## config.mk

```make
export PLATFORM = sky130hd
export DESIGN_NAME = frame_builder_crc16_core
export DESIGN_NICKNAME = d
export VERILOG_FILES = /design/src/design/fbcrc_pkg.sv /design/src/design/fbcrc_front.sv /design/src/design/fbcrc_queue.sv /design/src/design/fbcrc_back.sv /design/src/design/frame_builder_crc16_core.sv
export SDC_FILE = /design/constraint.sdc
export NUM_CORES = 1
export LEC_CHECK = 0
export BUFFER_PORTS_ARGS = -buffer_cell sky130_fd_sc_hd__buf_2
export CORE_AREA = 3 3 258 133
export DETAILED_ROUTE_END_ITERATION = 8
export DIE_AREA = 0 0 261 136
export PLACE_DENSITY = 0.66
export SLEW_MARGIN = 20
export SYNTH_ARGS = -nofsm -noshare
export SYNTH_HDL_FRONTEND = slang
export SYNTH_HIERARCHICAL = 1
export SYNTH_SLANG_ARGS = --single-unit
```

## constraint.sdc

```tcl
create_clock -name clock -period 5.3 [get_ports clock]
set_input_delay 1.325 -clock clock [delete_from_list [all_inputs] [get_ports clock]]
set_output_delay 1.325 -clock clock [all_outputs]
set_load 0.01 [all_outputs]
```

## src/design/fbcrc_pkg.sv

```systemverilog
package fbcrc_pkg;

   localparam logic [7:0]  HEADER_BYTES      = 8'd3;
   localparam logic [7:0]  FOOTER_BYTES      = 8'd2;
   localparam logic [7:0]  DELIM0_ADDR       = 8'd0;
   localparam logic [7:0]  DELIM1_ADDR       = 8'd1;
   localparam logic [7:0]  SIZE_BYTE_ADDR    = 8'd2;
   localparam logic [15:0] CRC_INIT          = 16'hFFFF;
   localparam logic [15:0] CRC_POLY          = 16'hA001;
   localparam logic [7:0]  RESET_FIRST_DELIM = 8'h00;
   localparam logic [7:0]  RESET_SECOND_DELIM = 8'h00;
   localparam logic [7:0]  RESET_MAX_FRAME   = 8'hFF;
   localparam logic [7:0]  RESET_MAX_CHUNK   = 8'hFF;
   localparam int          QUEUE_DEPTH       = 4;

   typedef enum logic [1:0] {
      OP_START  = 2'd0,
      OP_CHUNK  = 2'd1,
      OP_DATA   = 2'd2,
      OP_FINISH = 2'd3
   } op_type;

   typedef enum logic [1:0] {
      ST_OK       = 2'd0,
      ST_TOO_LONG = 2'd1,
      ST_NO_ROOM  = 2'd2,
      ST_NO_FRAME = 2'd3
   } status_type;

   typedef enum logic [1:0] {
      CSR_FIRST_DELIM  = 2'd0,
      CSR_SECOND_DELIM = 2'd1,
      CSR_MAX_FRAME    = 2'd2,
      CSR_MAX_CHUNK    = 2'd3
   } csr_index_type;

   // One queued command; multi marks a three-write sequence whose last write
   // goes to the size byte.
   typedef struct packed {
      logic       multi;
      status_type status;
      logic       write_valid;
      logic [7:0] addr0;
      logic [7:0] val0;
      logic [7:0] addr1;
      logic [7:0] val1;
      logic [7:0] val2;
      logic [7:0] byte_count;
      logic [7:0] room_left;
   } desc_type;

   function automatic logic [15:0] crc_fold(input logic [15:0] crc, input logic [7:0] b);
      logic [15:0] c;
      c = crc ^ {8'h00, b};
      for (int i = 0; i < 8; i++) begin
         if (c[0]) begin
            c = (c >> 1) ^ CRC_POLY;
         end else begin
            c = c >> 1;
         end
      end
      return c;
   endfunction

endpackage

```

## src/design/fbcrc_front.sv

```systemverilog
module fbcrc_front (
   input  logic                 clock,
   input  logic                 reset,
   input  logic                 accept,
   input  logic [1:0]           op,
   input  logic [7:0]           chunk_length,
   input  logic [7:0]           data_byte,
   input  logic                 csr_write,
   input  logic [1:0]           csr_index,
   input  logic [7:0]           csr_wdata,
   output fbcrc_pkg::desc_type  desc
);

   logic [7:0]  first_delim_ff, second_delim_ff, max_frame_ff, max_chunk_ff;
   logic [7:0]  wr_index_ff, wr_index_in;
   logic [15:0] crc_ff, crc_in;
   logic        frame_open_ff, frame_open_in;
   logic [7:0]  chunk_left_ff, chunk_left_in;
   logic        chunk_acc_ff, chunk_acc_in;
   logic [15:0] crc_next;
   logic [9:0]  chunk_end;
   logic [9:0]  room_diff;
   logic [7:0]  total;

   always_ff @(posedge clock) begin
      if (reset) begin
         first_delim_ff  <= fbcrc_pkg::RESET_FIRST_DELIM;
         second_delim_ff <= fbcrc_pkg::RESET_SECOND_DELIM;
         max_frame_ff    <= fbcrc_pkg::RESET_MAX_FRAME;
         max_chunk_ff    <= fbcrc_pkg::RESET_MAX_CHUNK;
      end else if (csr_write) begin
         unique case (fbcrc_pkg::csr_index_type'(csr_index))
            fbcrc_pkg::CSR_FIRST_DELIM:  first_delim_ff  <= csr_wdata;
            fbcrc_pkg::CSR_SECOND_DELIM: second_delim_ff <= csr_wdata;
            fbcrc_pkg::CSR_MAX_FRAME:    max_frame_ff    <= csr_wdata;
            fbcrc_pkg::CSR_MAX_CHUNK:    max_chunk_ff    <= csr_wdata;
            default: ;
         endcase
      end
   end

   always_ff @(posedge clock) begin
      if (reset) begin
         wr_index_ff   <= '0;
         crc_ff        <= fbcrc_pkg::CRC_INIT;
         frame_open_ff <= 1'b0;
         chunk_left_ff <= '0;
         chunk_acc_ff  <= 1'b0;
      end else begin
         wr_index_ff   <= wr_index_in;
         crc_ff        <= crc_in;
         frame_open_ff <= frame_open_in;
         chunk_left_ff <= chunk_left_in;
         chunk_acc_ff  <= chunk_acc_in;
      end
   end

   assign crc_next  = fbcrc_pkg::crc_fold(crc_ff, data_byte);
   assign chunk_end = {2'b00, wr_index_ff} + {2'b00, chunk_length}
                      + {2'b00, fbcrc_pkg::FOOTER_BYTES};
   assign total     = wr_index_ff + fbcrc_pkg::FOOTER_BYTES;

   always_comb begin
      wr_index_in   = wr_index_ff;
      crc_in        = crc_ff;
      frame_open_in = frame_open_ff;
      chunk_left_in = chunk_left_ff;
      chunk_acc_in  = chunk_acc_ff;
      desc          = '0;
      desc.status   = fbcrc_pkg::ST_OK;
      if (accept) begin
         unique case (fbcrc_pkg::op_type'(op))
            fbcrc_pkg::OP_START: begin
               wr_index_in   = fbcrc_pkg::HEADER_BYTES;
               crc_in        = fbcrc_pkg::CRC_INIT;
               frame_open_in = 1'b1;
               chunk_left_in = '0;
               chunk_acc_in  = 1'b0;
               desc.multi    = 1'b1;
               desc.addr0    = fbcrc_pkg::DELIM0_ADDR;
               desc.val0     = first_delim_ff;
               desc.addr1    = fbcrc_pkg::DELIM1_ADDR;
               desc.val1     = second_delim_ff;
            end
            fbcrc_pkg::OP_CHUNK: begin
               if (!frame_open_ff) begin
                  desc.status = fbcrc_pkg::ST_NO_FRAME;
               end else begin
                  chunk_left_in = '0;
                  chunk_acc_in  = 1'b0;
                  priority if (chunk_length > max_chunk_ff) begin
                     desc.status = fbcrc_pkg::ST_TOO_LONG;
                  end else if (chunk_end > {2'b00, max_frame_ff}) begin
                     desc.status = fbcrc_pkg::ST_NO_ROOM;
                  end else begin
                     chunk_left_in   = chunk_length;
                     chunk_acc_in    = 1'b1;
                     desc.byte_count = chunk_length;
                  end
               end
            end
            fbcrc_pkg::OP_DATA: begin
               if (!frame_open_ff || !chunk_acc_ff || chunk_left_ff == 8'd0) begin
                  desc.status = fbcrc_pkg::ST_NO_FRAME;
               end else begin
                  desc.write_valid = 1'b1;
                  desc.addr0       = wr_index_ff;
                  desc.val0        = data_byte;
                  crc_in           = crc_next;
                  wr_index_in      = wr_index_ff + 8'd1;
                  chunk_left_in    = chunk_left_ff - 8'd1;
                  if (chunk_left_ff == 8'd1) begin
                     chunk_acc_in = 1'b0;
                  end
               end
            end
            fbcrc_pkg::OP_FINISH: begin
               if (!frame_open_ff) begin
                  desc.status = fbcrc_pkg::ST_NO_FRAME;
               end else begin
                  desc.multi      = 1'b1;
                  desc.addr0      = wr_index_ff;
                  desc.val0       = crc_ff[7:0];
                  desc.addr1      = wr_index_ff + 8'd1;
                  desc.val1       = crc_ff[15:8];
                  desc.val2       = total;
                  desc.byte_count = total;
                  wr_index_in     = total;
                  frame_open_in   = 1'b0;
                  chunk_left_in   = '0;
                  chunk_acc_in    = 1'b0;
               end
            end
            default: ;
         endcase
      end
      room_diff      = {2'b00, max_frame_ff} - {2'b00, wr_index_in}
                       - {2'b00, fbcrc_pkg::FOOTER_BYTES};
      desc.room_left = room_diff[9] ? 8'd0 : room_diff[7:0];
   end

endmodule

```

## src/design/fbcrc_queue.sv

```systemverilog
module fbcrc_queue #(
   parameter int DEPTH = fbcrc_pkg::QUEUE_DEPTH
) (
   input  logic                 clock,
   input  logic                 reset,
   input  logic                 push,
   input  fbcrc_pkg::desc_type  push_desc,
   input  logic                 pop,
   output logic                 full,
   output logic                 empty,
   output fbcrc_pkg::desc_type  head
);

   localparam int PTR_W = (DEPTH > 1) ? $clog2(DEPTH) : 1;
   localparam int CNT_W = $clog2(DEPTH + 1);

   fbcrc_pkg::desc_type slot_ff [DEPTH];
   logic [PTR_W-1:0] wr_ptr_ff, wr_ptr_in;
   logic [PTR_W-1:0] rd_ptr_ff, rd_ptr_in;
   logic [CNT_W-1:0] count_ff, count_in;
   logic             do_push, do_pop;

   assign full    = (count_ff == CNT_W'(DEPTH));
   assign empty   = (count_ff == '0);
   assign head    = slot_ff[rd_ptr_ff];
   assign do_push = push && !full;
   assign do_pop  = pop && !empty;

   always_comb begin
      wr_ptr_in = wr_ptr_ff;
      rd_ptr_in = rd_ptr_ff;
      count_in  = count_ff;
      if (do_push) begin
         wr_ptr_in = (wr_ptr_ff == PTR_W'(DEPTH - 1)) ? '0 : wr_ptr_ff + 1'b1;
      end
      if (do_pop) begin
         rd_ptr_in = (rd_ptr_ff == PTR_W'(DEPTH - 1)) ? '0 : rd_ptr_ff + 1'b1;
      end
      if (do_push && !do_pop) begin
         count_in = count_ff + 1'b1;
      end else if (do_pop && !do_push) begin
         count_in = count_ff - 1'b1;
      end
   end

   always_ff @(posedge clock) begin
      if (reset) begin
         wr_ptr_ff <= '0;
         rd_ptr_ff <= '0;
         count_ff  <= '0;
      end else begin
         wr_ptr_ff <= wr_ptr_in;
         rd_ptr_ff <= rd_ptr_in;
         count_ff  <= count_in;
      end
   end

   always_ff @(posedge clock) begin
      if (do_push) begin
         slot_ff[wr_ptr_ff] <= push_desc;
      end
   end

endmodule

```

## src/design/fbcrc_back.sv

```systemverilog
module fbcrc_back (
   input  logic                 clock,
   input  logic                 reset,
   input  logic                 q_empty,
   input  fbcrc_pkg::desc_type  q_head,
   output logic                 q_pop,
   input  logic                 out_pop,
   output logic                 out_valid,
   output logic [1:0]           status,
   output logic                 write_valid,
   output logic [7:0]           write_address,
   output logic [7:0]           write_value,
   output logic [7:0]           byte_count,
   output logic [7:0]           room_left,
   output logic                 last
);

   localparam logic [1:0] LAST_PHASE = 2'd2;

   logic       out_valid_ff, out_valid_in;
   logic [1:0] phase_ff, phase_in;
   logic [1:0] status_ff, status_in;
   logic       wv_ff, wv_in;
   logic [7:0] addr_ff, addr_in;
   logic [7:0] value_ff, value_in;
   logic [7:0] count_ff, count_in;
   logic [7:0] room_ff, room_in;
   logic       last_ff, last_in;
   logic       advance;

   assign advance = !q_empty && (!out_valid_ff || out_pop);

   always_comb begin
      out_valid_in = out_valid_ff && !out_pop;
      phase_in     = phase_ff;
      q_pop        = 1'b0;
      status_in    = q_head.status;
      wv_in        = q_head.write_valid;
      addr_in      = q_head.addr0;
      value_in     = q_head.val0;
      count_in     = q_head.byte_count;
      room_in      = q_head.room_left;
      last_in      = 1'b1;
      if (q_head.multi) begin
         wv_in   = 1'b1;
         last_in = (phase_ff == LAST_PHASE);
         unique case (phase_ff)
            2'd0: begin
               addr_in  = q_head.addr0;
               value_in = q_head.val0;
            end
            2'd1: begin
               addr_in  = q_head.addr1;
               value_in = q_head.val1;
            end
            default: begin
               addr_in  = fbcrc_pkg::SIZE_BYTE_ADDR;
               value_in = q_head.val2;
            end
         endcase
      end
      if (advance) begin
         out_valid_in = 1'b1;
         if (last_in) begin
            phase_in = '0;
            q_pop    = 1'b1;
         end else begin
            phase_in = phase_ff + 2'd1;
         end
      end
   end

   always_ff @(posedge clock) begin
      if (reset) begin
         out_valid_ff <= 1'b0;
         phase_ff     <= '0;
      end else begin
         out_valid_ff <= out_valid_in;
         phase_ff     <= phase_in;
      end
   end

   always_ff @(posedge clock) begin
      if (advance) begin
         status_ff <= status_in;
         wv_ff     <= wv_in;
         addr_ff   <= addr_in;
         value_ff  <= value_in;
         count_ff  <= count_in;
         room_ff   <= room_in;
         last_ff   <= last_in;
      end
   end

   assign out_valid     = out_valid_ff;
   assign status        = status_ff;
   assign write_valid   = wv_ff;
   assign write_address = addr_ff;
   assign write_value   = value_ff;
   assign byte_count    = count_ff;
   assign room_left     = room_ff;
   assign last          = last_ff;

endmodule

```

## src/design/frame_builder_crc16_core.sv

```systemverilog
// Channel  | Direction | Transfer when           | Payload
// ---------+-----------+-------------------------+------------------------------------------
// req      | in        | push && !full           | req_op, req_chunk_length, req_data_byte
// rsp      | out       | pop && !empty           | rsp_status .. rsp_last (7 fields)
// csr      | in        | csr_valid && csr_ready  | csr_index, csr_wdata
//
// One command is taken per cycle unless full; the front updates frame state and the CRC.
// Start, and finish in an open frame, give three results, all others one; the back delivers
// one result a cycle unless rsp stalls. Results pass the queue and the output register.
// full rises when QUEUE_DEPTH commands wait in the queue ahead of the back.
// Synchronous reset clears frame state, queue and out_valid, and presets the registers.
module frame_builder_crc16_core #(
   parameter int QUEUE_DEPTH = fbcrc_pkg::QUEUE_DEPTH
) (
   input  logic       clock,
   input  logic       reset,
   input  logic       push,
   output logic       full,
   input  logic [1:0] req_op,
   input  logic [7:0] req_chunk_length,
   input  logic [7:0] req_data_byte,
   output logic       empty,
   input  logic       pop,
   output logic [1:0] rsp_status,
   output logic       rsp_write_valid,
   output logic [7:0] rsp_write_address,
   output logic [7:0] rsp_write_value,
   output logic [7:0] rsp_byte_count,
   output logic [7:0] rsp_room_left,
   output logic       rsp_last,
   input  logic       csr_valid,
   output logic       csr_ready,
   input  logic [1:0] csr_index,
   input  logic [7:0] csr_wdata
);

   fbcrc_pkg::desc_type front_desc;
   fbcrc_pkg::desc_type q_head;
   logic q_full, q_empty, q_pop, accept, out_valid;

   assign csr_ready = 1'b1;
   assign full      = q_full;
   assign accept    = push && !q_full;
   assign empty     = !out_valid;

   fbcrc_front u_front (
      .clock        (clock),
      .reset        (reset),
      .accept       (accept),
      .op           (req_op),
      .chunk_length (req_chunk_length),
      .data_byte    (req_data_byte),
      .csr_write    (csr_valid && csr_ready),
      .csr_index    (csr_index),
      .csr_wdata    (csr_wdata),
      .desc         (front_desc)
   );

   fbcrc_queue #(
      .DEPTH (QUEUE_DEPTH)
   ) u_queue (
      .clock     (clock),
      .reset     (reset),
      .push      (accept),
      .push_desc (front_desc),
      .pop       (q_pop),
      .full      (q_full),
      .empty     (q_empty),
      .head      (q_head)
   );

   fbcrc_back u_back (
      .clock         (clock),
      .reset         (reset),
      .q_empty       (q_empty),
      .q_head        (q_head),
      .q_pop         (q_pop),
      .out_pop       (pop),
      .out_valid     (out_valid),
      .status        (rsp_status),
      .write_valid   (rsp_write_valid),
      .write_address (rsp_write_address),
      .write_value   (rsp_write_value),
      .byte_count    (rsp_byte_count),
      .room_left     (rsp_room_left),
      .last          (rsp_last)
   );

endmodule

```

Word level (Yosys, flattened, before mapping)
Memory sizes are Yosys's and may differ from the RTL's. A register that Yosys moved wholly into a read port is not among the register bits.
Index checks and enable logic that the tools add are counted.

storage, ports and cells
  bits in writable memories = 240
  register bits = 112
  input port bits = 33
  memories = 1

memory list
  memory           words  width  read ports  clocked after memory_dff  wr ports  RTL line           text
  u_queue.slot_ff  4      60     1           1                         1         fbcrc_queue.sv:17  fbcrc_pkg::desc_type slot_ff [DEPTH];

cells by class
  magnitude comparators = 2
  reductions and logical operators = 34
  eq/ne operators = 16
  $add $sub $neg = 12
  bitwise gates (word level) = 9
  multiplexer cells = 63

operators by type and width
  kind                     number
  $mux W16                 9
  $mux W8                  13
  $pmux W16 S2             2
  $mux W52                 1
  $mux W48                 1
  $pmux W16 S3             1
  $pmux W8 S2              3
  $pmux W8 S4              1
  $not A2 Y3               8
  $pmux W8 S3              1
  $mux W2                  10
  $mux W17                 1
  $xor A16 B8 Y16          1
  $eq A2 B2 Y1 const B     7
  $mux W1                  14
  $add A10 B2 Y10 const B  1
  $gt A10 B8 Y1            1
  $reduce_and A2 Y1        5
  $sub A10 B2 Y10 const B  1
  $add A8 B8 Y9            1
  $sub A8 B8 Y9            1
  $add A8 B1 Y8 const B    1
  $add A8 B2 Y8 const B    1
  $eq A8 B1 Y1 const B     1
  other kinds (23)         50

Longest topological paths before layout
Gate-level depths: netlist (run 1).

  word-level depth = 19
  depth in mapped cells = 21

By module
The synthesis (run 1) kept the hierarchy.

by module, submodules not included
  module                    instances  sequential area each (um^2)  area each (um^2)  cells each
  fbcrc_queue               1          7387.1                       9137.5            364
  fbcrc_front               1          1321.3                       5288.8            671
  fbcrc_back                1          1141.1                       1571.5            94
  frame_builder_crc16_core  1          0.0                          28.8              4

Worst setup path before layout (run 1)
Ideal clock, no wire load.

  kind = input -> register
  from = input req_op[1]
  to = memory u_queue/slot_ff[0][4] (netlist name), data pin
  required time = 5.124 ns
  cell stages on the path = 17
  data arrival time = 4.749 ns
  setup slack = 0.375 ns
  cell sequence = inv_1 ha_1 nand2b_1 buf_2 a21oi_1 o21ai_0 a2bb2oi_1 ha_1 clkbuf_1 nand3_1 or4b_4 a31oi_4 or3_1 a211oi_1 or3_1 buf_6 nor3b_2

RTL lines
  item         RTL line                        text
  from (decl)  frame_builder_crc16_core.sv:19  input logic [1:0] req_op,
  to (decl)    fbcrc_queue.sv:17

==> results of run 1 <==
## cell type report
type                            instances  area (um^2)
Clock inverter                         18          185
Clock buffer                           40          840
Tap cell                              432          541
Fill cell                            2539        13900
Multi-Input combinational cell        663         5660
Inverter                               52          200
Timing Repair Buffer                   98          623
Sequential cell                       354         9850
## worst max-delay path by stage
stage                     slack (ns)                                to                              from  cells past startpoint
after floorplan                 0.38   u_queue/slot_ff[0][4]$_DFFE_PP_                         req_op[1]                     17
after global placement          0.26   u_queue/slot_ff[2][6]$_DFFE_PP_                         req_op[0]                     17
after CTS                       0.66   u_queue/slot_ff[3][4]$_DFFE_PP_  u_queue/count_ff[0]$_SDFFE_PP0P_                     17
after global routing            0.25   u_queue/slot_ff[3][6]$_DFFE_PP_  u_queue/count_ff[0]$_SDFFE_PP0P_                     17
final                           0.65   u_queue/slot_ff[3][4]$_DFFE_PP_                         req_op[0]                     17
after detailed placement        0.13  u_queue/slot_ff[3][11]$_DFFE_PP_               req_chunk_length[1]                     19
## logic make-up after synthesis
family	after synthesis	share of synthesized area, %
AO/OA/AOI/OAI	191	8.72
XOR/XNOR	47	2.66
adder cells (fa/ha/maj)	63	5.01
buffers and inverters	116	3.33
flip-flops	354	61.5
multiplexers	82	9.82
other	1	0.0234
AND/OR/NAND/NOR	279	8.98
## placed cells by master (no fill, tap or decap), types with 16 or more instances in the layout
cell | synthesis | final
edfxtp_1 | 276 | 276
nor2_1 | 84 | 83
dfxtp_1 | 78 | 76
buf_2 | 10 | 70
ha_1 | 61 | 61
mux4_2 | 60 | 60
nand2_1 | 54 | 54
inv_1 | 51 | 51
a21oi_1 | 36 | 36
clkbuf_16 | 0 | 31
o21ai_0 | 29 | 29
xnor2_1 | 29 | 29
nand2b_1 | 27 | 27
buf_4 | 7 | 23
nor3_1 | 20 | 20
mux2i_1 | 20 | 20
a21o_1 | 18 | 18
xor2_1 | 17 | 17
nand3_1 | 16 | 16
o22ai_1 | 16 | 16
## flip-flops by register name, summed over array words and instances (netlist names), named ones only
name	count
u_front/max_chunk_ff	8
u_front/max_frame_ff	8
u_back/phase_ff	2
u_back/write_valid	1
u_front/chunk_left_ff	8
u_back/room_left	8
u_queue/count_ff	3
u_front/wr_index_ff	8
u_back/out_valid	1
u_front/crc_ff	16
u_back/status	2
u_front/frame_open_ff	1
u_back/last	1
u_front/first_delim_ff	8
u_back/byte_count	8
u_back/write_address	8
u_front/second_delim_ff	8
u_back/write_value	8
u_queue/slot_ff	240
u_queue/wr_ptr_ff	2
u_front/chunk_acc_ff	1
u_queue/rd_ptr_ff	2
## critical path: stages
cell and delay (ns):
buf_2 0.12, inv_1 0.10, ha_1 0.38, nand2_1 0.19, a21oi_1 0.22, buf_4 0.17, nand2_1 0.05, nand2_1 0.07
a2bb2oi_1 0.14, ha_1 0.36, nand3_1 0.07, or4b_4 0.52, a31oi_4 0.21, or3_1 0.16, a211oi_1 0.07, or3_1 0.54
nor3b_2 0.32
## power breakdown
group	internal, W	leakage [nW]	total, W	switching (W)
Combinational	0.000781	2.84	0.00172	0.000942
Sequential	0.00357	3.23	0.00377	0.000196
Clock	0.00127	0.505	0.00226	0.000989
## layer usage
layer | routed length [um] | vias up | part of all wire [%] | global-route usage (%)
met5 | 0 | - | 0 | 0
met4 | 425 | 0 | 1.2 | 3.10
met3 | 2690 | 33 | 7.4 | 4.82
met2 | 16900 | 285 | 46 | 33.6
met1 | 16500 | 4826 | 45 | 29.9
li1 | - | 4440 | - | -
## metrics by stage
| stage | cell area (um^2) | setup WS (ns) | util, % | power, W | hold WS (ns) |
|---|---|---|---|---|---|
| finish | 17900 | 0.647 | 56.2 | 0.00775 | 0.507 |
| global placement | 16900 | 0.264 | 53.0 | 0.00553 | 0.469 |
| detailed placement | 16900 | 0.135 | 53.0 | 0.00558 | 0.487 |
| CTS | 17900 | 0.655 | 56.2 | 0.00785 | 0.506 |
| global route | 17900 | 0.254 | 56.2 | 0.00811 | 0.529 |
| floorplan | 16000 | 0.375 | - | 0.00501 | 0.459 |
==> results.toml, run 1 <==
[run_status]
status = "finished with violations"
violations = "DRC"

[clock_network]
clockBufferDepth = 3
post_cts.repair.setup_buffers = 0
clkLatencyLatePin_ns = 0.57
clock-sinks = 354
cts_tree = "yes"
cts_resized = 0
cts_buffers = 31
clk_pin_slew_ns = 0.07
cts_hold_buf = 0
h-tree-depth = 1
root_buffer = "clkbuf_16"

[hold_path]
min_path_cells = 2
min-delay-start = "u_queue/rd_ptr_ff[0]$_SDFFE_PP0P_"
hp-class = "reg -> reg"

[grt]
grt_pass1_vias = 9521
grt_pass1_wl_um = 56100
antenna_found_initial = 1
gr-total-overflow = 0
grt_max_degree = 60
grt.total_usage_pct = 20.9

[placement]
portBuffers = 70
gp_congestion = 0.892
dp_cells = 1599
place_hpwl_um = 25200

[floorplan]
initial_core_util_pct = 50.4
num_rows = 46
coreArea_um2 = 31800
pin_count = 72
die_w_um = 261
die_h_um = 136
dieArea_um2 = 35500

[detailed_routing]
drc_errors = 2
drtPass1Iterations = 9
num_vias = 9584
ant_nets = 0
post_drt_wl_per_cell_um = 22.0
drt-vias-per-instance = 5.78
wirelength_um = 36500
drt_iter0_markers = 750

[logic_synthesis]
ys_types = 78
ys_seq_area_share_pct = 61.5
synth_most_common_cell = "edfxtp_1"
avgSynthCellArea_um2 = 14.1
synth_ff_type = "edfxtp_1"
syn-instance-count = 1133
synth_edf_count = 276
synth_common_cells = "edfxtp_1, nor2_1, dfxtp_1"
synth_fp_nets = 1229
synthTopCellsByArea = "edfxtp_1, dfxtp_1, mux4_2, ha_1, nor2_1"
syn-cell-area_um2 = 16000
ys_async_sr_fraction_pct = 0
synth.largest_area_cell = "edfxtp_1"
yosys_warnings = 6
yosysTopAreaCellShare_pct = 51.7
synth_seq_cells = 354

[power_and_ir_drop]
p_leak_nw = 6.58
ir_drop_mv = 0.269
cellPowerDensity_nw_per_um2 = 433

[setup_path]
cp.required_ns = 5.68
worst_ep_arrival_time_ns = 5.03
end_kind = "register"
critPathLaunchType = "input pin"
r2r_end = "u_queue/slot_ff[3][4]$_DFFE_PP_"
cp_max_fo = 9
r2r_slack_ns = 0.67
regToRegStartpoint = "u_queue/count_ff[0]$_SDFFE_PP0P_"
crit_type = "in -> reg"
reg2reg_depth = 17

[sta]
setup_viol = 0
rsz0062_at_grt = "no"
hold_viol_final = 0
fmax_mhz = 215
finalCritPeriodShare_pct = 87.8
drv_slew = 0
tightest_slew_ns = 0.943
maxSlewHeadroom_pct = 37.1
fin_setup_tns_ns = 0
finalCriticalPeriod_ns = 4.65
fin_skew_ns = 0.0118

[layout]
drive_above_1_share_pct = 20.1
antenna_cells = 0
area_growth_pct = 11.7
nets = 1296
final_cells = 1657

[job]
cap_viol_max_count = 0
Power figures use the tool's default switching activity.
==> run 2, diff against run 1 <==
--- a/config.mk
+++ b/config.mk
@@ -6,10 +6,9 @@
 export NUM_CORES = 1
 export LEC_CHECK = 0
 export BUFFER_PORTS_ARGS = -buffer_cell sky130_fd_sc_hd__buf_2
-export CORE_AREA = 3 3 258 133
+export CORE_AREA = 3 3 288 148
 export DETAILED_ROUTE_END_ITERATION = 8
-export DIE_AREA = 0 0 261 136
-export PLACE_DENSITY = 0.66
+export DIE_AREA = 0 0 291 151
 export SLEW_MARGIN = 20
 export SYNTH_ARGS = -nofsm -noshare
 export SYNTH_HDL_FRONTEND = slang
==> run 2 against run 1 <==
Net effect: the flow now finishes without violations; worst hold slack got worse by 0.016 ns; clock skew increased by 0.011 ns; combinational power increased by 3%; critical path type unchanged; critical endpoint unchanged; largest cell class unchanged; largest power group unchanged; highest routed layer is now met5.
==> results.toml, run 2 (same netlist as run 1, synthesis figures left out) <==
[hold_path]
min_path_cells = 2
min-delay-start = "u_queue/rd_ptr_ff[0]$_SDFFE_PP0P_"
hp-class = "reg -> reg"

[run_status]
status = "completed"

[detailed_routing]
post_drt_wl_per_cell_um = 21.4
num_vias = 9646
drt_iter0_markers = 787
drc_errors = 0
drtPass1Iterations = 8
drt-vias-per-instance = 5.42
wirelength_um = 38100
ant_nets = 0

[sta]
finalCritPeriodShare_pct = 89.0
fin_skew_ns = 0.0224
hold_viol_final = 0
holdWs_ns = 0.490
finalCriticalPeriod_ns = 4.72
drv_slew = 0
rsz0062_at_grt = "no"
maxSlewHeadroom_pct = 35.5
tightest_slew_ns = 0.967
fmax_mhz = 212
setup_viol = 0
fin_setup_tns_ns = 0

[setup_path]
reg2reg_depth = 19
cp_max_fo = 14
critPathLaunchType = "input pin"
worst_ep_arrival_time_ns = 5.06
crit_type = "in -> reg"
worstPathCellList = "buf_2 > inv_1 > ha_1 > buf_4 > nand2b_1 > nand2_1 > a21oi_1 > nand2_1 > a2bb2oi_1 > buf_4 > ha_1 > nand3_1 > or4b_4 > a31oi_4 > or3_1 > a211oi_1 > or3_1 > nor3b_2"
regToRegStartpoint = "u_front/chunk_left_ff[0]$_SDFFE_PP0P_"
r2r_slack_ns = 0.67
critPathSlowestCell = "or3_1"
timing.critical_path.buf_inv = 4
end_kind = "register"
r2r_end = "u_queue/slot_ff[3][4]$_DFFE_PP_"
critPathMaxStageDelay_ns = 0.54
cp.required_ns = 5.65
cpLargestDelayFamily = "simple AND/OR/NAND/NOR gates"

[power_and_ir_drop]
p_leak_nw = 6.70
p_seq_share_pct = 45.8
ir_drop_mv = 0.247
p_sw_w = 0.00224
pwr-share-comb_pct = 21.9
power.share.clock_pct = 32.3
p_sw_share_pct = 27.4
cellPowerDensity_nw_per_um2 = 446
internal-power_w = 0.00592

[layout]
regMostFlops = "u_queue/slot_ff"
final_cell_mix = "edfxtp_1, nor2_1, dfxtp_1"
final_common_cell = "edfxtp_1"
area_growth_pct = 14.1
nets = 1309
antenna_cells = 0
nFillCells = 3548
largest_reg_flops = 240
fin_area_um2 = 18300
drive_above_1_share_pct = 20.9
reg_top3 = "u_queue/slot_ff (240), u_front/crc_ff (16)"

[clock_network]
clock-sinks = 354
cts_buffers = 36
cts_hold_buf = 0
cts_resized = 0
clockBufferDepth = 3
clkLatencyLatePin_ns = 0.55
h-tree-depth = 2
clk_pin_slew_ns = 0.06
cts_tree = "yes"
post_cts.repair.setup_buffers = 0
root_buffer = "clkbuf_16"

[floorplan]
pin_count = 72
num_rows = 52
coreArea_um2 = 40300
initial_core_util_pct = 39.8
dieArea_um2 = 43900
die_h_um = 151
die_w_um = 291

[grt]
grt.total_usage_pct = 17.3
grt_pass1_vias = 9730
antenna_found_initial = 2
grt_pass1_wl_um = 57900
gr-total-overflow = 0
grt_max_degree = 61

[job]
cap_viol_max_count = 0

[placement]
dpl_cell_area_um2 = 17100
place_hpwl_um = 25600
portBuffers = 70
gp_congestion = 0.866
run 2: cell count changes in the layout (fill, tap and decap cells not counted), sizes merged:
| cell | previous run | this run |
|---|---|---|
| clkbuf | 40 | 49 |
| buf | 98 | 106 |
| clkinv | 14 | 8 |
| bufinv | 3 | 5 |
| clkinvlp | 1 | 3 |
| inv | 52 | 53 |
run 2: how the worst max path moves through the flow:
stage	start	endpoint	slack [ns]	cells past startpoint
finish	req_op[0]	u_queue/slot_ff[3][4]$_DFFE_PP_	0.58	18
global route	req_op[0]	u_queue/slot_ff[3][4]$_DFFE_PP_	0.32	18
CTS	req_op[0]	u_queue/slot_ff[3][4]$_DFFE_PP_	0.66	18
detailed placement	req_op[0]	u_queue/slot_ff[1][4]$_DFFE_PP_	0.10	18
global placement	req_chunk_length[1]	u_queue/slot_ff[2][12]$_DFFE_PP_	0.23	19
floorplan	req_op[1]	u_queue/slot_ff[0][4]$_DFFE_PP_	0.38	17
run 2: tightest hold or removal path, delay by kind of cell (launching register included):
kind | cells | cell delay [ns]
flip-flops | 1 | 0.32
AO/OA/AOI/OAI | 1 | 0.07
AND/OR/NAND/NOR | 1 | 0.06
run 2: power groups by stage:
| stage | clock network (W) | logic (W) | registers (W) |
|---|---|---|---|
| after floorplan | 0 | 0.00119 | 0.00382 |
| after global placement | 0 | 0.00179 | 0.00377 |
| after detailed placement | 0 | 0.00182 | 0.00380 |
| after CTS | 0.00270 | 0.00182 | 0.00374 |
| after global routing | 0.00280 | 0.00194 | 0.00378 |
| final | 0.00263 | 0.00178 | 0.00374 |
run 2: layer usage:
layer | up-vias | wire length (um) | track usage [%]
met1 | 4892 | 17300 | 23.8
met3 | 52 | 2090 | 3.21
met2 | 234 | 18000 | 28.5
met5 | - | 11 | 0
li1 | 4466 | - | -
met4 | 2 | 687 | 4.38
run 2: area by class of cell:
| type | count | area (um^2) | share of cell area [%] |
|---|---|---|---|
| Clock buffer | 49 | 980 | 5.36 |
| Clock inverter | 17 | 244 | 1.33 |
| Inverter | 52 | 200 | 1.09 |
| Multi-Input combinational cell | 663 | 5650 | 30.9 |
| Sequential cell | 354 | 9850 | 53.9 |
| Tap cell | 540 | 676 | 3.69 |
| Timing Repair Buffer | 106 | 687 | 3.76 |
run 2: per-stage QoR:
stage / instances / util, % / total power (W) / worst slack (ns)
after CTS: 1781 / 45.4 / 0.00827 / 0.663
after detailed placement: 1715 / 42.4 / 0.00562 / 0.105
final: 1781 / 45.4 / 0.00815 / 0.584
after global placement: 1715 / 42.4 / 0.00557 / 0.228
after floorplan: 1133 / - / 0.00501 / 0.375
after global routing: 1781 / 45.4 / 0.00852 / 0.325
==> run 3, diff against run 2 <==
--- a/config.mk
+++ b/config.mk
@@ -9,7 +9,7 @@
 export CORE_AREA = 3 3 288 148
 export DETAILED_ROUTE_END_ITERATION = 8
 export DIE_AREA = 0 0 291 151
-export SLEW_MARGIN = 20
+export SLEW_MARGIN = 0
 export SYNTH_ARGS = -nofsm -noshare
 export SYNTH_HDL_FRONTEND = slang
 export SYNTH_HIERARCHICAL = 1
==> constraint.sdc (replaced) <==
create_clock -name clock -period 5.6 [get_ports clock]
set_input_delay 1.4 -clock clock [delete_from_list [all_inputs] [get_ports clock]]
set_output_delay 1.4 -clock clock [all_outputs]
set_load 0.01 [all_outputs]
==> run 3 against run 2 <==
Net effect: sequential cell count is the same; clock power shrank 16%; sequential share of layout area grew 0.94 points; register-to-register slack gained 0.24 ns; worst setup slack gained 0.17 ns; routed wire length shrank 0.29%; total power shrank 9.2%; global-route usage shrank 0.25 points; critical path depth shrank 2; first-iteration DRC count grew 22%; combinational power shrank 7%; sequential power shrank 5%; largest power group unchanged.
==> results.toml, run 3 (same netlist as run 1, synthesis figures left out) <==
[floorplan]
initial_core_util_pct = 39.8
pin_count = 72
num_rows = 52
coreArea_um2 = 40300
die_h_um = 151
dieArea_um2 = 43900
die_w_um = 291

[setup_path]
critPathLaunchType = "input pin"
cp.required_ns = 5.93
worst_ep_arrival_time_ns = 5.17
reg2reg_depth = 16
crit_type = "in -> reg"
cp_max_fo = 7
end_kind = "register"

[placement]
portBuffers = 70
pre_cts_slack_ns = 0.293
dp_cells = 1701
gp_congestion = 0.883
place_hpwl_um = 25500
dpl_cell_area_um2 = 16900

[sta]
fin_setup_tns_ns = 0
drv_slew = 0
rsz0062_at_grt = "no"
fin_skew_ns = 0.0206
tightest_slew_ns = 1.16
setup_viol = 0
maxSlewHeadroom_pct = 22.7
finalCritPeriodShare_pct = 86.5
hold_viol_final = 0
timing.final.ws_setup_ns = 0.756
finalCriticalPeriod_ns = 4.84
fmax_mhz = 206

[job]
cap_viol_max_count = 0

[power_and_ir_drop]
p_leak_nw = 6.54
p_sw_share_pct = 27.7
cellPowerDensity_nw_per_um2 = 412
power.share.clock_pct = 29.8
pwr-share-comb_pct = 22.3
ir_drop_mv = 0.179
p_seq_share_pct = 47.9
internal-power_w = 0.00535
p_sw_w = 0.00205

[clock_network]
cts_buffers = 34
cts_resized = 0
root_buffer = "clkbuf_16"
h-tree-depth = 2
post_cts.repair.setup_buffers = 0
clk_pin_slew_ns = 0.06
clockBufferDepth = 3
clock-sinks = 354
cts_tree = "yes"
clkLatencyLatePin_ns = 0.53
cts_hold_buf = 0

[grt]
grt_max_degree = 73
grt_pass1_wl_um = 56800
grt.total_usage_pct = 17.0
grt_pass1_vias = 9340
gr-total-overflow = 0
antenna_found_initial = 1

[detailed_routing]
ant_nets = 0
num_vias = 9626
drc_errors = 0
post_drt_wl_per_cell_um = 21.5
drtPass1Iterations = 5
wirelength_um = 38000
drt-vias-per-instance = 5.46
drt_iter0_markers = 964

[layout]
largest_reg_flops = 240
nFillCells = 3520
final_cells = 1764
postLayoutCoreUtil_pct = 44.6
reg_top3 = "u_queue/slot_ff (240), u_front/crc_ff (16)"
area_growth_pct = 12.2
final_cell_mix = "edfxtp_1, nor2_1, dfxtp_1"
drive_above_1_share_pct = 19.2
final_common_cell = "edfxtp_1"
nets = 1293
fin_area_um2 = 18000
regMostFlops = "u_queue/slot_ff"

[hold_path]
min_path_cells = 2
hp-class = "reg -> reg"

[run_status]
status = "completed"
==> run 3: worst max-delay path, stage by stage <==
cell and delay (ns):
buf_2 0.12, inv_1 0.08, ha_1 0.27, nor2b_1 0.19, nand2_1 0.08, a21oi_1 0.35
nand2_1 0.09, a22oi_1 0.33, ha_1 0.32, nand3_1 0.11, or4b_4 0.53, a31oi_4 0.20
or3_1 0.16, a211oi_1 0.08, or3_1 0.53, nor3b_2 0.32
==> run 3: power by group through the flow <==
stage          registers (W)  logic (W)  clock network (W)
3_5_place_dp         0.00361    0.00169                  0
4_1_cts              0.00356    0.00169            0.00226
2_1_floorplan        0.00361    0.00112                  0
5_1_grt              0.00359    0.00180            0.00236
3_3_place_gp         0.00359    0.00167                  0
6_report             0.00355    0.00165            0.00220
==> run 3: path summary, 6_finish.rpt <==
| check | endpoint | startpoint | slack [ns] |
|---|---|---|---|
| worst max-delay path | u_queue/slot_ff[3][6]$_DFFE_PP_ | req_op[1] | 0.76 |
| worst min-delay path | u_front/chunk_acc_ff$_SDFFE_PP0P_ | u_front/chunk_acc_ff$_SDFFE_PP0P_ | 0.51 |
| worst max register to register | u_queue/slot_ff[3][6]$_DFFE_PP_ | u_queue/count_ff[0]$_SDFFE_PP0P_ | 0.91 |
| worst min register to register | u_front/chunk_acc_ff$_SDFFE_PP0P_ | u_front/chunk_acc_ff$_SDFFE_PP0P_ | 0.51 |
==> run 3: layer usage <==
layer | vias to the layer above | part of all wire, % | GRT usage [%]
met2 | 289 | 47 | 27.9
li1 | 4421 | - | -
met5 | - | 0 | 0.665
met3 | 47 | 6.1 | 2.71
met4 | 0 | 1.9 | 4.13
met1 | 4869 | 45 | 24.0
==> run 3: final cells by class <==
cell class              count  area, um^2  area share [%]
repair buffers             92         541            3.01
diodes                      1        2.50          0.0139
clock buffers              50         953            5.30
flip-flops and latches    354        9850            54.8
well taps                 540         676            3.76
inverters                  52         200            1.11
multi-input cells         663        5650            31.4
clock inverters            12         101           0.564
==> run 3: through the flow <==
step / hold WS [ns] / power (W)
floorplan: 0.459 / 0.00474
finish: 0.508 / 0.00740
CTS: 0.512 / 0.00751
global route: 0.537 / 0.00776
detailed placement: 0.494 / 0.00530
global placement: 0.473 / 0.00526
